## src/rtl/core/gbnr_pkg.sv

```systemverilog
package gbnr_pkg;

  localparam int unsigned BufferSegmentsDefault = 256;
  localparam int unsigned QueueDepthDefault     = 4;

  localparam logic [31:0] CRC_POLY = 32'hEDB8_8320;
  localparam logic [31:0] ALL_ONES = 32'hFFFF_FFFF;

  typedef enum logic [1:0] {
    KIND_HEADER = 2'd0,
    KIND_BYTE   = 2'd1,
    KIND_LAST   = 2'd2
  } item_kind_e;

  typedef enum logic [2:0] {
    VERDICT_ACCEPTED     = 3'd0,
    VERDICT_CORRUPTED    = 3'd1,
    VERDICT_OUT_OF_ORDER = 3'd2,
    VERDICT_BUFFER_FULL  = 3'd3,
    VERDICT_AFTER_FIN    = 3'd4
  } verdict_e;

  // one classified request as it travels from the front through the queue
  typedef struct packed {
    item_kind_e  kind;
    logic [30:0] seq_number;
    logic [31:0] carried_crc;
    logic        fin_flag;
    logic [7:0]  data_byte;
  } item_t;

  // queue status seen by the front
  typedef struct packed {
    logic full;
  } q_status_t;

  // reflected CRC-32, one byte
  function automatic logic [31:0] crc32_byte(input logic [31:0] crc,
                                             input logic [7:0]  data);
    logic [31:0] c;
    c = crc ^ {24'd0, data};
    for (int b = 0; b < 8; b++) begin
      c = c[0] ? ((c >> 1) ^ CRC_POLY) : (c >> 1);
    end
    return c;
  endfunction

endpackage

```

## src/rtl/core/gbnr_front.sv

```systemverilog
module gbnr_front
  import gbnr_pkg::*;
(
  input  logic        in_valid_i,
  output logic        in_stall_o,
  input  logic        command_i,
  input  logic [30:0] seq_number_i,
  input  logic [31:0] carried_crc_i,
  input  logic        fin_flag_i,
  input  logic [7:0]  data_byte_i,
  input  logic        last_byte_i,
  input  q_status_t   q_status_i,
  output logic        push_o,
  output item_t       push_item_o
);

  item_kind_e kind;

  always_comb begin
    if (!command_i) begin
      kind = KIND_HEADER;
    end else if (last_byte_i) begin
      kind = KIND_LAST;
    end else begin
      kind = KIND_BYTE;
    end
  end

  assign in_stall_o = q_status_i.full;
  assign push_o     = in_valid_i & ~q_status_i.full;

  assign push_item_o.kind        = kind;
  assign push_item_o.seq_number  = seq_number_i;
  assign push_item_o.carried_crc = carried_crc_i;
  assign push_item_o.fin_flag    = fin_flag_i;
  assign push_item_o.data_byte   = data_byte_i;

endmodule

```

## src/rtl/core/gbnr_queue.sv

```systemverilog
module gbnr_queue
  import gbnr_pkg::*;
#(
  parameter int unsigned QUEUE_DEPTH = QueueDepthDefault
) (
  input  logic      clk_i,
  input  logic      rst_ni,
  input  logic      push_i,
  input  item_t     push_item_i,
  output q_status_t status_o,
  output logic      pop_valid_o,
  output item_t     pop_item_o,
  input  logic      pop_i
);

  localparam int unsigned PtrW = (QUEUE_DEPTH > 1) ? $clog2(QUEUE_DEPTH) : 1;
  localparam int unsigned CntW = $clog2(QUEUE_DEPTH + 1);
  localparam logic [PtrW-1:0] LastPtr = PtrW'(QUEUE_DEPTH - 1);

  item_t           entry_q [QUEUE_DEPTH];
  logic [PtrW-1:0] wr_ptr_q, wr_ptr_d;
  logic [PtrW-1:0] rd_ptr_q, rd_ptr_d;
  logic [CntW-1:0] cnt_q, cnt_d;
  logic            do_pop;

  assign status_o.full = (cnt_q == CntW'(QUEUE_DEPTH));
  assign pop_valid_o   = (cnt_q != '0);
  assign pop_item_o    = entry_q[rd_ptr_q];
  assign do_pop        = pop_i & pop_valid_o;

  always_comb begin
    wr_ptr_d = wr_ptr_q;
    rd_ptr_d = rd_ptr_q;
    cnt_d    = cnt_q;
    if (push_i) begin
      wr_ptr_d = (wr_ptr_q == LastPtr) ? '0 : wr_ptr_q + 1'b1;
    end
    if (do_pop) begin
      rd_ptr_d = (rd_ptr_q == LastPtr) ? '0 : rd_ptr_q + 1'b1;
    end
    if (push_i && !do_pop) begin
      cnt_d = cnt_q + 1'b1;
    end else if (!push_i && do_pop) begin
      cnt_d = cnt_q - 1'b1;
    end
  end

  always_ff @(posedge clk_i or negedge rst_ni) begin
    if (!rst_ni) begin
      wr_ptr_q <= '0;
      rd_ptr_q <= '0;
      cnt_q    <= '0;
    end else begin
      wr_ptr_q <= wr_ptr_d;
      rd_ptr_q <= rd_ptr_d;
      cnt_q    <= cnt_d;
    end
  end

  always_ff @(posedge clk_i) begin
    if (push_i) begin
      entry_q[wr_ptr_q] <= push_item_i;
    end
  end

endmodule

```

## src/rtl/core/gbnr_back.sv

```systemverilog
module gbnr_back
  import gbnr_pkg::*;
#(
  parameter int unsigned BUFFER_SEGMENTS = BufferSegmentsDefault
) (
  input  logic               clk_i,
  input  logic               rst_ni,
  input  logic               item_valid_i,
  input  item_t              item_i,
  output logic               pop_o,
  output logic               out_valid_o,
  input  logic               out_stall_i,
  output logic signed [31:0] ack_number_o,
  output logic [2:0]         verdict_o,
  output logic               finack_o,
  output logic               flush_request_o,
  output logic [8:0]         flush_count_o
);

  localparam int unsigned CntW = $clog2(BUFFER_SEGMENTS + 1);
  localparam int unsigned ExtW = (CntW > 9) ? CntW : 9;

  // session state
  logic [31:0]     last_acc_q, last_acc_d;
  logic [CntW-1:0] buf_cnt_q, buf_cnt_d;
  logic [31:0]     crc_acc_q, crc_acc_d;
  logic [30:0]     lat_seq_q, lat_seq_d;
  logic [31:0]     lat_crc_q, lat_crc_d;
  logic            lat_fin_q, lat_fin_d;
  logic            done_q, done_d;

  // output register
  logic            out_valid_q, out_valid_d;
  logic [31:0]     ack_q, ack_d;
  verdict_e        verdict_q, verdict_d;
  logic            finack_q, finack_d;
  logic            flush_q, flush_d;
  logic [8:0]      fcount_q, fcount_d;

  logic            out_free;
  logic            is_last;
  logic [31:0]     crc_next;
  logic [31:0]     expected;
  logic [CntW-1:0] fcount_wide;
  logic [ExtW-1:0] fcount_ext;

  assign out_free = ~out_valid_q | ~out_stall_i;
  assign is_last  = (item_i.kind == KIND_LAST);
  assign pop_o    = item_valid_i & (~is_last | out_free);
  assign crc_next = crc32_byte(crc_acc_q, item_i.data_byte);
  assign expected = last_acc_q + 32'd1;

  always_comb begin
    last_acc_d  = last_acc_q;
    buf_cnt_d   = buf_cnt_q;
    crc_acc_d   = crc_acc_q;
    lat_seq_d   = lat_seq_q;
    lat_crc_d   = lat_crc_q;
    lat_fin_d   = lat_fin_q;
    done_d      = done_q;
    out_valid_d = out_valid_q & out_stall_i;
    ack_d       = ack_q;
    verdict_d   = verdict_q;
    finack_d    = finack_q;
    flush_d     = flush_q;
    fcount_d    = fcount_q;
    fcount_wide = '0;
    fcount_ext  = '0;

    if (pop_o) begin
      case (item_i.kind)
        KIND_HEADER: begin
          if (!done_q) begin
            lat_seq_d = item_i.seq_number;
            lat_crc_d = item_i.carried_crc;
            lat_fin_d = item_i.fin_flag;
            crc_acc_d = ALL_ONES;
          end
        end
        KIND_BYTE: begin
          crc_acc_d = crc_next;
        end
        KIND_LAST: begin
          crc_acc_d = ALL_ONES;
          finack_d  = 1'b0;
          flush_d   = 1'b0;
          if (done_q) begin
            verdict_d = VERDICT_AFTER_FIN;
          end else begin
            // sequence first, then CRC, then buffer room
            if ({1'b0, lat_seq_q} != expected) begin
              verdict_d = VERDICT_OUT_OF_ORDER;
            end else if ((crc_next ^ ALL_ONES) != lat_crc_q) begin
              verdict_d = VERDICT_CORRUPTED;
            end else if (buf_cnt_q < CntW'(BUFFER_SEGMENTS)) begin
              verdict_d  = VERDICT_ACCEPTED;
              buf_cnt_d  = buf_cnt_q + 1'b1;
              last_acc_d = {1'b0, lat_seq_q};
            end else begin
              verdict_d   = VERDICT_BUFFER_FULL;
              flush_d     = 1'b1;
              fcount_wide = buf_cnt_q;
              buf_cnt_d   = '0;
            end
            // fin matching the last accepted number closes the session,
            // retransmitted fin included
            if (lat_fin_q && ({1'b0, lat_seq_q} == last_acc_d)) begin
              finack_d    = 1'b1;
              flush_d     = 1'b1;
              fcount_wide = buf_cnt_d;
              done_d      = 1'b1;
            end
          end
          fcount_ext  = ExtW'(fcount_wide);
          fcount_d    = fcount_ext[8:0];
          ack_d       = last_acc_d;
          out_valid_d = 1'b1;
        end
        default: begin
        end
      endcase
    end
  end

  always_ff @(posedge clk_i or negedge rst_ni) begin
    if (!rst_ni) begin
      last_acc_q  <= ALL_ONES;
      buf_cnt_q   <= '0;
      crc_acc_q   <= ALL_ONES;
      lat_seq_q   <= '0;
      lat_crc_q   <= '0;
      lat_fin_q   <= 1'b0;
      done_q      <= 1'b0;
      out_valid_q <= 1'b0;
    end else begin
      last_acc_q  <= last_acc_d;
      buf_cnt_q   <= buf_cnt_d;
      crc_acc_q   <= crc_acc_d;
      lat_seq_q   <= lat_seq_d;
      lat_crc_q   <= lat_crc_d;
      lat_fin_q   <= lat_fin_d;
      done_q      <= done_d;
      out_valid_q <= out_valid_d;
    end
  end

  always_ff @(posedge clk_i) begin
    ack_q     <= ack_d;
    verdict_q <= verdict_d;
    finack_q  <= finack_d;
    flush_q   <= flush_d;
    fcount_q  <= fcount_d;
  end

  assign out_valid_o     = out_valid_q;
  assign ack_number_o    = $signed(ack_q);
  assign verdict_o       = verdict_q;
  assign finack_o        = finack_q;
  assign flush_request_o = flush_q;
  assign flush_count_o   = fcount_q;

endmodule

```

## src/rtl/core/go_back_n_receiver_unit.sv

```systemverilog
// Go-Back-N receiver with CRC-32 payload check.
// Input channel (in_valid_i / in_stall_o): one request per header item
// (command_i = 0: seq_number_i, carried_crc_i, fin_flag_i) or payload byte
// (command_i = 1: data_byte_i, last_byte_i marks the segment's final byte).
// Output channel (out_valid_o / out_stall_i): one acknowledgment per segment,
// produced by the final byte: ack_number_o, verdict_o, finack_o,
// flush_request_o, flush_count_o.
// Throughput: one request per cycle while in_stall_o is low. The CRC update
// of one byte and the verdict compares are combinational in the back end.
// Path: a final byte passes the request queue, then the output register,
// before its acknowledgment shows.
// Reset: last accepted number -1, buffer count 0, CRC all ones, latched
// header cleared, session open, queue and output empty.
// Stall: while out_stall_i holds a result, the back end keeps consuming
// header and non-final byte requests; a final byte waits in the queue, and
// once the queue fills in_stall_o rises.
module go_back_n_receiver_unit
  import gbnr_pkg::*;
#(
  parameter int unsigned BUFFER_SEGMENTS = BufferSegmentsDefault,
  parameter int unsigned QUEUE_DEPTH     = QueueDepthDefault
) (
  input  logic               clk_i,
  input  logic               rst_ni,
  input  logic               in_valid_i,
  output logic               in_stall_o,
  input  logic               command_i,
  input  logic [30:0]        seq_number_i,
  input  logic [31:0]        carried_crc_i,
  input  logic               fin_flag_i,
  input  logic [7:0]         data_byte_i,
  input  logic               last_byte_i,
  output logic               out_valid_o,
  input  logic               out_stall_i,
  output logic signed [31:0] ack_number_o,
  output logic [2:0]         verdict_o,
  output logic               finack_o,
  output logic               flush_request_o,
  output logic [8:0]         flush_count_o
);

  q_status_t q_status;
  logic      push;
  item_t     push_item;
  logic      pop;
  logic      pop_valid;
  item_t     pop_item;

  // front: classify request into header / byte / final byte
  gbnr_front u_front (
    .in_valid_i    (in_valid_i),
    .in_stall_o    (in_stall_o),
    .command_i     (command_i),
    .seq_number_i  (seq_number_i),
    .carried_crc_i (carried_crc_i),
    .fin_flag_i    (fin_flag_i),
    .data_byte_i   (data_byte_i),
    .last_byte_i   (last_byte_i),
    .q_status_i    (q_status),
    .push_o        (push),
    .push_item_o   (push_item)
  );

  // short queue decoupling intake from judging
  gbnr_queue #(
    .QUEUE_DEPTH (QUEUE_DEPTH)
  ) u_queue (
    .clk_i       (clk_i),
    .rst_ni      (rst_ni),
    .push_i      (push),
    .push_item_i (push_item),
    .status_o    (q_status),
    .pop_valid_o (pop_valid),
    .pop_item_o  (pop_item),
    .pop_i       (pop)
  );

  // back: CRC, session state, verdict and output register
  gbnr_back #(
    .BUFFER_SEGMENTS (BUFFER_SEGMENTS)
  ) u_back (
    .clk_i           (clk_i),
    .rst_ni          (rst_ni),
    .item_valid_i    (pop_valid),
    .item_i          (pop_item),
    .pop_o           (pop),
    .out_valid_o     (out_valid_o),
    .out_stall_i     (out_stall_i),
    .ack_number_o    (ack_number_o),
    .verdict_o       (verdict_o),
    .finack_o        (finack_o),
    .flush_request_o (flush_request_o),
    .flush_count_o   (flush_count_o)
  );

endmodule

```

## config.mk

```make
export PLATFORM = sky130hd
export DESIGN_NAME = go_back_n_receiver_unit
export DESIGN_NICKNAME = d
export VERILOG_FILES = /design/src/rtl/core/gbnr_pkg.sv /design/src/rtl/core/gbnr_front.sv /design/src/rtl/core/gbnr_queue.sv /design/src/rtl/core/gbnr_back.sv /design/src/rtl/core/go_back_n_receiver_unit.sv
export SDC_FILE = /design/constraint.sdc
export NUM_CORES = 1
export LEC_CHECK = 0
export BUFFER_PORTS_ARGS = -buffer_cell sky130_fd_sc_hd__buf_2
export CAP_MARGIN = 5
export CORE_UTILIZATION = 35
export DETAILED_ROUTE_END_ITERATION = 8
export PLACE_DENSITY = 0.55
export SYNTH_ARGS = -nofsm -noshare
export SYNTH_HDL_FRONTEND = slang
export SYNTH_SLANG_ARGS = --single-unit
export TNS_END_PERCENT = 30
```

## constraint.sdc

```tcl
create_clock -name clk_i -period 10.7 [get_ports clk_i]
set_input_delay 1.07 -clock clk_i [delete_from_list [all_inputs] [get_ports clk_i]]
set_output_delay 1.07 -clock clk_i [all_outputs]
set_load 0.02 [all_outputs]
```

==> flow_summary.toml <==
[timing]
worst_pin_slew_ps = 1170
drv_slew = 0
finalHoldViolations = 0
fmax_mhz = 147
rsz0062_at_grt = "false"
timing.final.crit_share_pct = 63.5
fin_setup_tns_ps = 0
finalClockSkew_ps = 18.1
slew_headroom_pct = 21.6
min_period_ps = 6790
whs_ps = 400
setup_violations = 0

[power_and_ir_drop]
seqPwrFrac_pct = 33.9
power_density_mw_per_mm2 = 307
vdd_drop_max_v = 0.000225
leakage_nw = 9.39
p_comb_share_pct = 42.8
power_frac_clock_pct = 23.3
swShare_pct = 34.8
p_int_mw = 5.11
p_switching_mw = 2.72

[floorplan]
floorplan.io_pins = 126
dieArea_mm2 = 0.0645
rows = 92
initial_core_util_pct = 35.3
die_y_um = 254
core_area_mm2 = 0.0630
chipWidth_um = 254

[worst_setup_path]
cp_num_buf_inv = 2
critical_path_class = "reg -> reg"
cp_top_family = "simple AND/OR/NAND/NOR gates"
path_max_fanout = 38
slowest_delay_ps = 680
slowest_stage = "xnor2_2"
reg2reg_slack_ps = 3910
required_ps = 11030
cp-end-kind = "register"
path_cells = "buf_4 > mux4_2 > xnor2_2 > xor3_2 > xnor3_1 > xor2_1 > or4_1 > or4_1 > nor3_2 > and2_1 > buf_4 > mux2_2"
crit_arrival_ps = 7130
start_kind = "register"

[clocking]
clk_latency_ps = 600
cts_tree = "done"
htree_num_levels = 2
cts_hold_buf = 0
clock-sinks = 488
cts-resized-gates = 0
cts_buffer_depth = 3
cts-root-buf = "clkbuf_16"
cts_buffers = 53
clk_pin_slew_ps = 60
postCtsSetupBuffers = 0

[job]
maxCapViolCount = 0

[route]
ant_nets = 0
drt-pass1-iter-count = 6
routed_via_density = 5.16
routedWlPerCell_um = 21.8
drt_iter0_drc = 950
wl_mm = 52.5
drcViolationCount = 0
via_count = 12400

[synthesis]
synthesis.area_mm2 = 0.0222
ys.flop_type = "edfxtp_1"
synthCells = 1390
ys_types = 85
synth_area_leaders = "edfxtp_1 46%, dfrtp_1 9.2%, mux4_2 7.7%, dfstp_2 7.6%, mux2_2 4.8%"
ys_warn_count = 0
ys_ff_latch = 488
synth_top_area_share_pct = 46.2
yosysTopAreaCell = "edfxtp_1"
synthArstFlopShare_pct = 29.9
yosysSeqAreaShare_pct = 63.0
synth.avg_cell_area_um2 = 16.0
syn_nets = 1477
synth_edf_count = 342

[global_route]
grt_start_max_net_pins = 70
overflow = 0
grt_usage_pct = 16.6
antenna_found_initial = 8
grt_pass1_wl_mm = 80.2
grt_pass1_vias = 12600

[place]
place.gp.congestion = 0.916
hpwlAfterDp_mm = 34.7
port_buffers = 125
dp_cells = 2303

[final_layout]
drive_gt1_share_pct = 31.2
nFillCells = 5827
nets = 1599
multi_input_area_mm2 = 0.00784
final_cells = 2403
ff_latch_area_mm2 = 0.0140
syn2layout_area_growth_pct = 14.8

[hold_path]
hp-class = "in -> async"

[outcome]
status = "finished, final reports clean"
==> registers in the layout, indices dropped and copies added (netlist names), 2 cells and up <==
register              count
u_queue.wr_ptr_q          2
u_back.crc_acc_q         32
u_back.flush_count_o      9
u_back.buf_cnt_q          9
u_back.ack_number_o      32
u_queue.rd_ptr_q          2
u_back.lat_crc_q         32
u_queue.entry_q         296
u_back.lat_seq_q         31
u_back.last_acc_q        32
u_queue.cnt_q             3
u_back.verdict_o          3
==> kinds of logic after synthesis <==
logic type | after synthesis | share of synthesized area (%)
flip-flops | 488 | 63.0
multiplexers | 201 | 14.0
AND/OR/NAND/NOR | 267 | 6.69
AO/OA/AOI/OAI | 151 | 4.65
buffers and inverters | 104 | 1.87
XOR/XNOR | 170 | 9.26
adder cells (fa/ha/maj) | 9 | 0.540
==> stage by stage <==
stage | instance area [um^2] | total power, mW | worst slack, ps | utilization (%)
6_report | 25500 | 7.84 | 3910 | 40.5
5_1_grt | 25500 | 8.27 | 3540 | 40.5
4_1_cts | 25500 | 7.95 | 3780 | 40.5
3_5_place_dp | 23800 | 6.09 | 3790 | 37.8
3_3_place_gp | 23800 | 6.07 | 3880 | 37.8
2_1_floorplan | 22200 | 5.20 | 6080 | -
==> power groups by stage <==
stage	combinational [mW]	sequential [mW]	clock, mW
floorplan	2.50	2.70	0
global placement	3.38	2.69	0
detailed placement	3.39	2.70	0
CTS	3.40	2.67	1.88
global route	3.62	2.70	1.95
finish	3.35	2.66	1.83
==> cell usage after synthesis (8+ instances only) <==
library cell / n
a21oi_1: 30
and2_1: 13
and3_1: 9
buf_1: 9
clkbuf_1: 57
dfrtp_1: 82
dfstp_2: 64
edfxtp_1: 342
ha_1: 8
inv_1: 27
mux2_1: 23
mux2_2: 94
mux2i_1: 8
mux4_2: 76
nand2_1: 40
nand3_1: 32
nand4_1: 23
nand4b_1: 8
nor2_1: 49
nor2b_1: 9
nor3_1: 15
nor4_1: 15
o21ai_0: 34
o22a_1: 9
or4_1: 11
xnor2_1: 71
xnor3_1: 26
xor2_1: 59
==> placed cells by master (no fill, tap or decap), types with 30 or more instances in the layout <==
cell type,instances
dfstp_2,64
o21ai_0,34
clkbuf_16,53
nand2_1,40
edfxtp_1,342
nor2_1,49
xnor2_1,71
a21oi_1,30
nand3_1,32
mux4_2,76
xor2_1,59
mux2_2,94
dfrtp_1,80
buf_2,124
==> worst reg2reg max path, cell delays in order, from the launching register on <==
cell and delay [ps]:
dfrtp_4 580, buf_4 620, mux4_2 670, xnor2_2 680
xor3_2 650, xnor3_1 250, xor2_1 160, or4_1 530
or4_1 620, nor3_2 500, and2_1 480, buf_4 400
mux2_2 390
==> metal layers <==
layer	share of wire [%]	track usage [%]	routed length (um)	up-vias
met3	5.0	3.03	2650	87
met1	45	23.4	23800	6383
li1	-	-	-	5623
met2	47	26.0	24800	297
met5	0.093	0	49	-
met4	2.3	5.11	1230	8
==> area by class of cell <==
type | count | share of cell area [%]
multi-input cells | 798 | 30.7
diodes | 2 | 0.0196
clock buffers | 71 | 5.58
inverters | 28 | 0.412
flip-flops and latches | 488 | 54.9
clock inverters | 27 | 1.22
repair buffers | 143 | 3.01
well taps | 846 | 4.15
==> worst paths after layout <==
| check | start | endpoint | cells after the start |
|---|---|---|---|
| setup / recovery | u_queue.rd_ptr_q[0] | u_back.ack_number_o[25] | 12 |
| hold / removal | rst_ni | u_back.lat_seq_q[19] | 1 |
| setup reg to reg | u_queue.rd_ptr_q[0] | u_back.ack_number_o[25] | 12 |
| hold reg to reg | u_queue.cnt_q[2] | u_queue.cnt_q[2] | 1 |
| max in group asynchronous | rst_ni | u_back.lat_crc_q[27] | 3 |
| min in group clk_i | u_queue.cnt_q[2] | u_queue.cnt_q[2] | 1 |
Power figures use the tool's default switching activity.
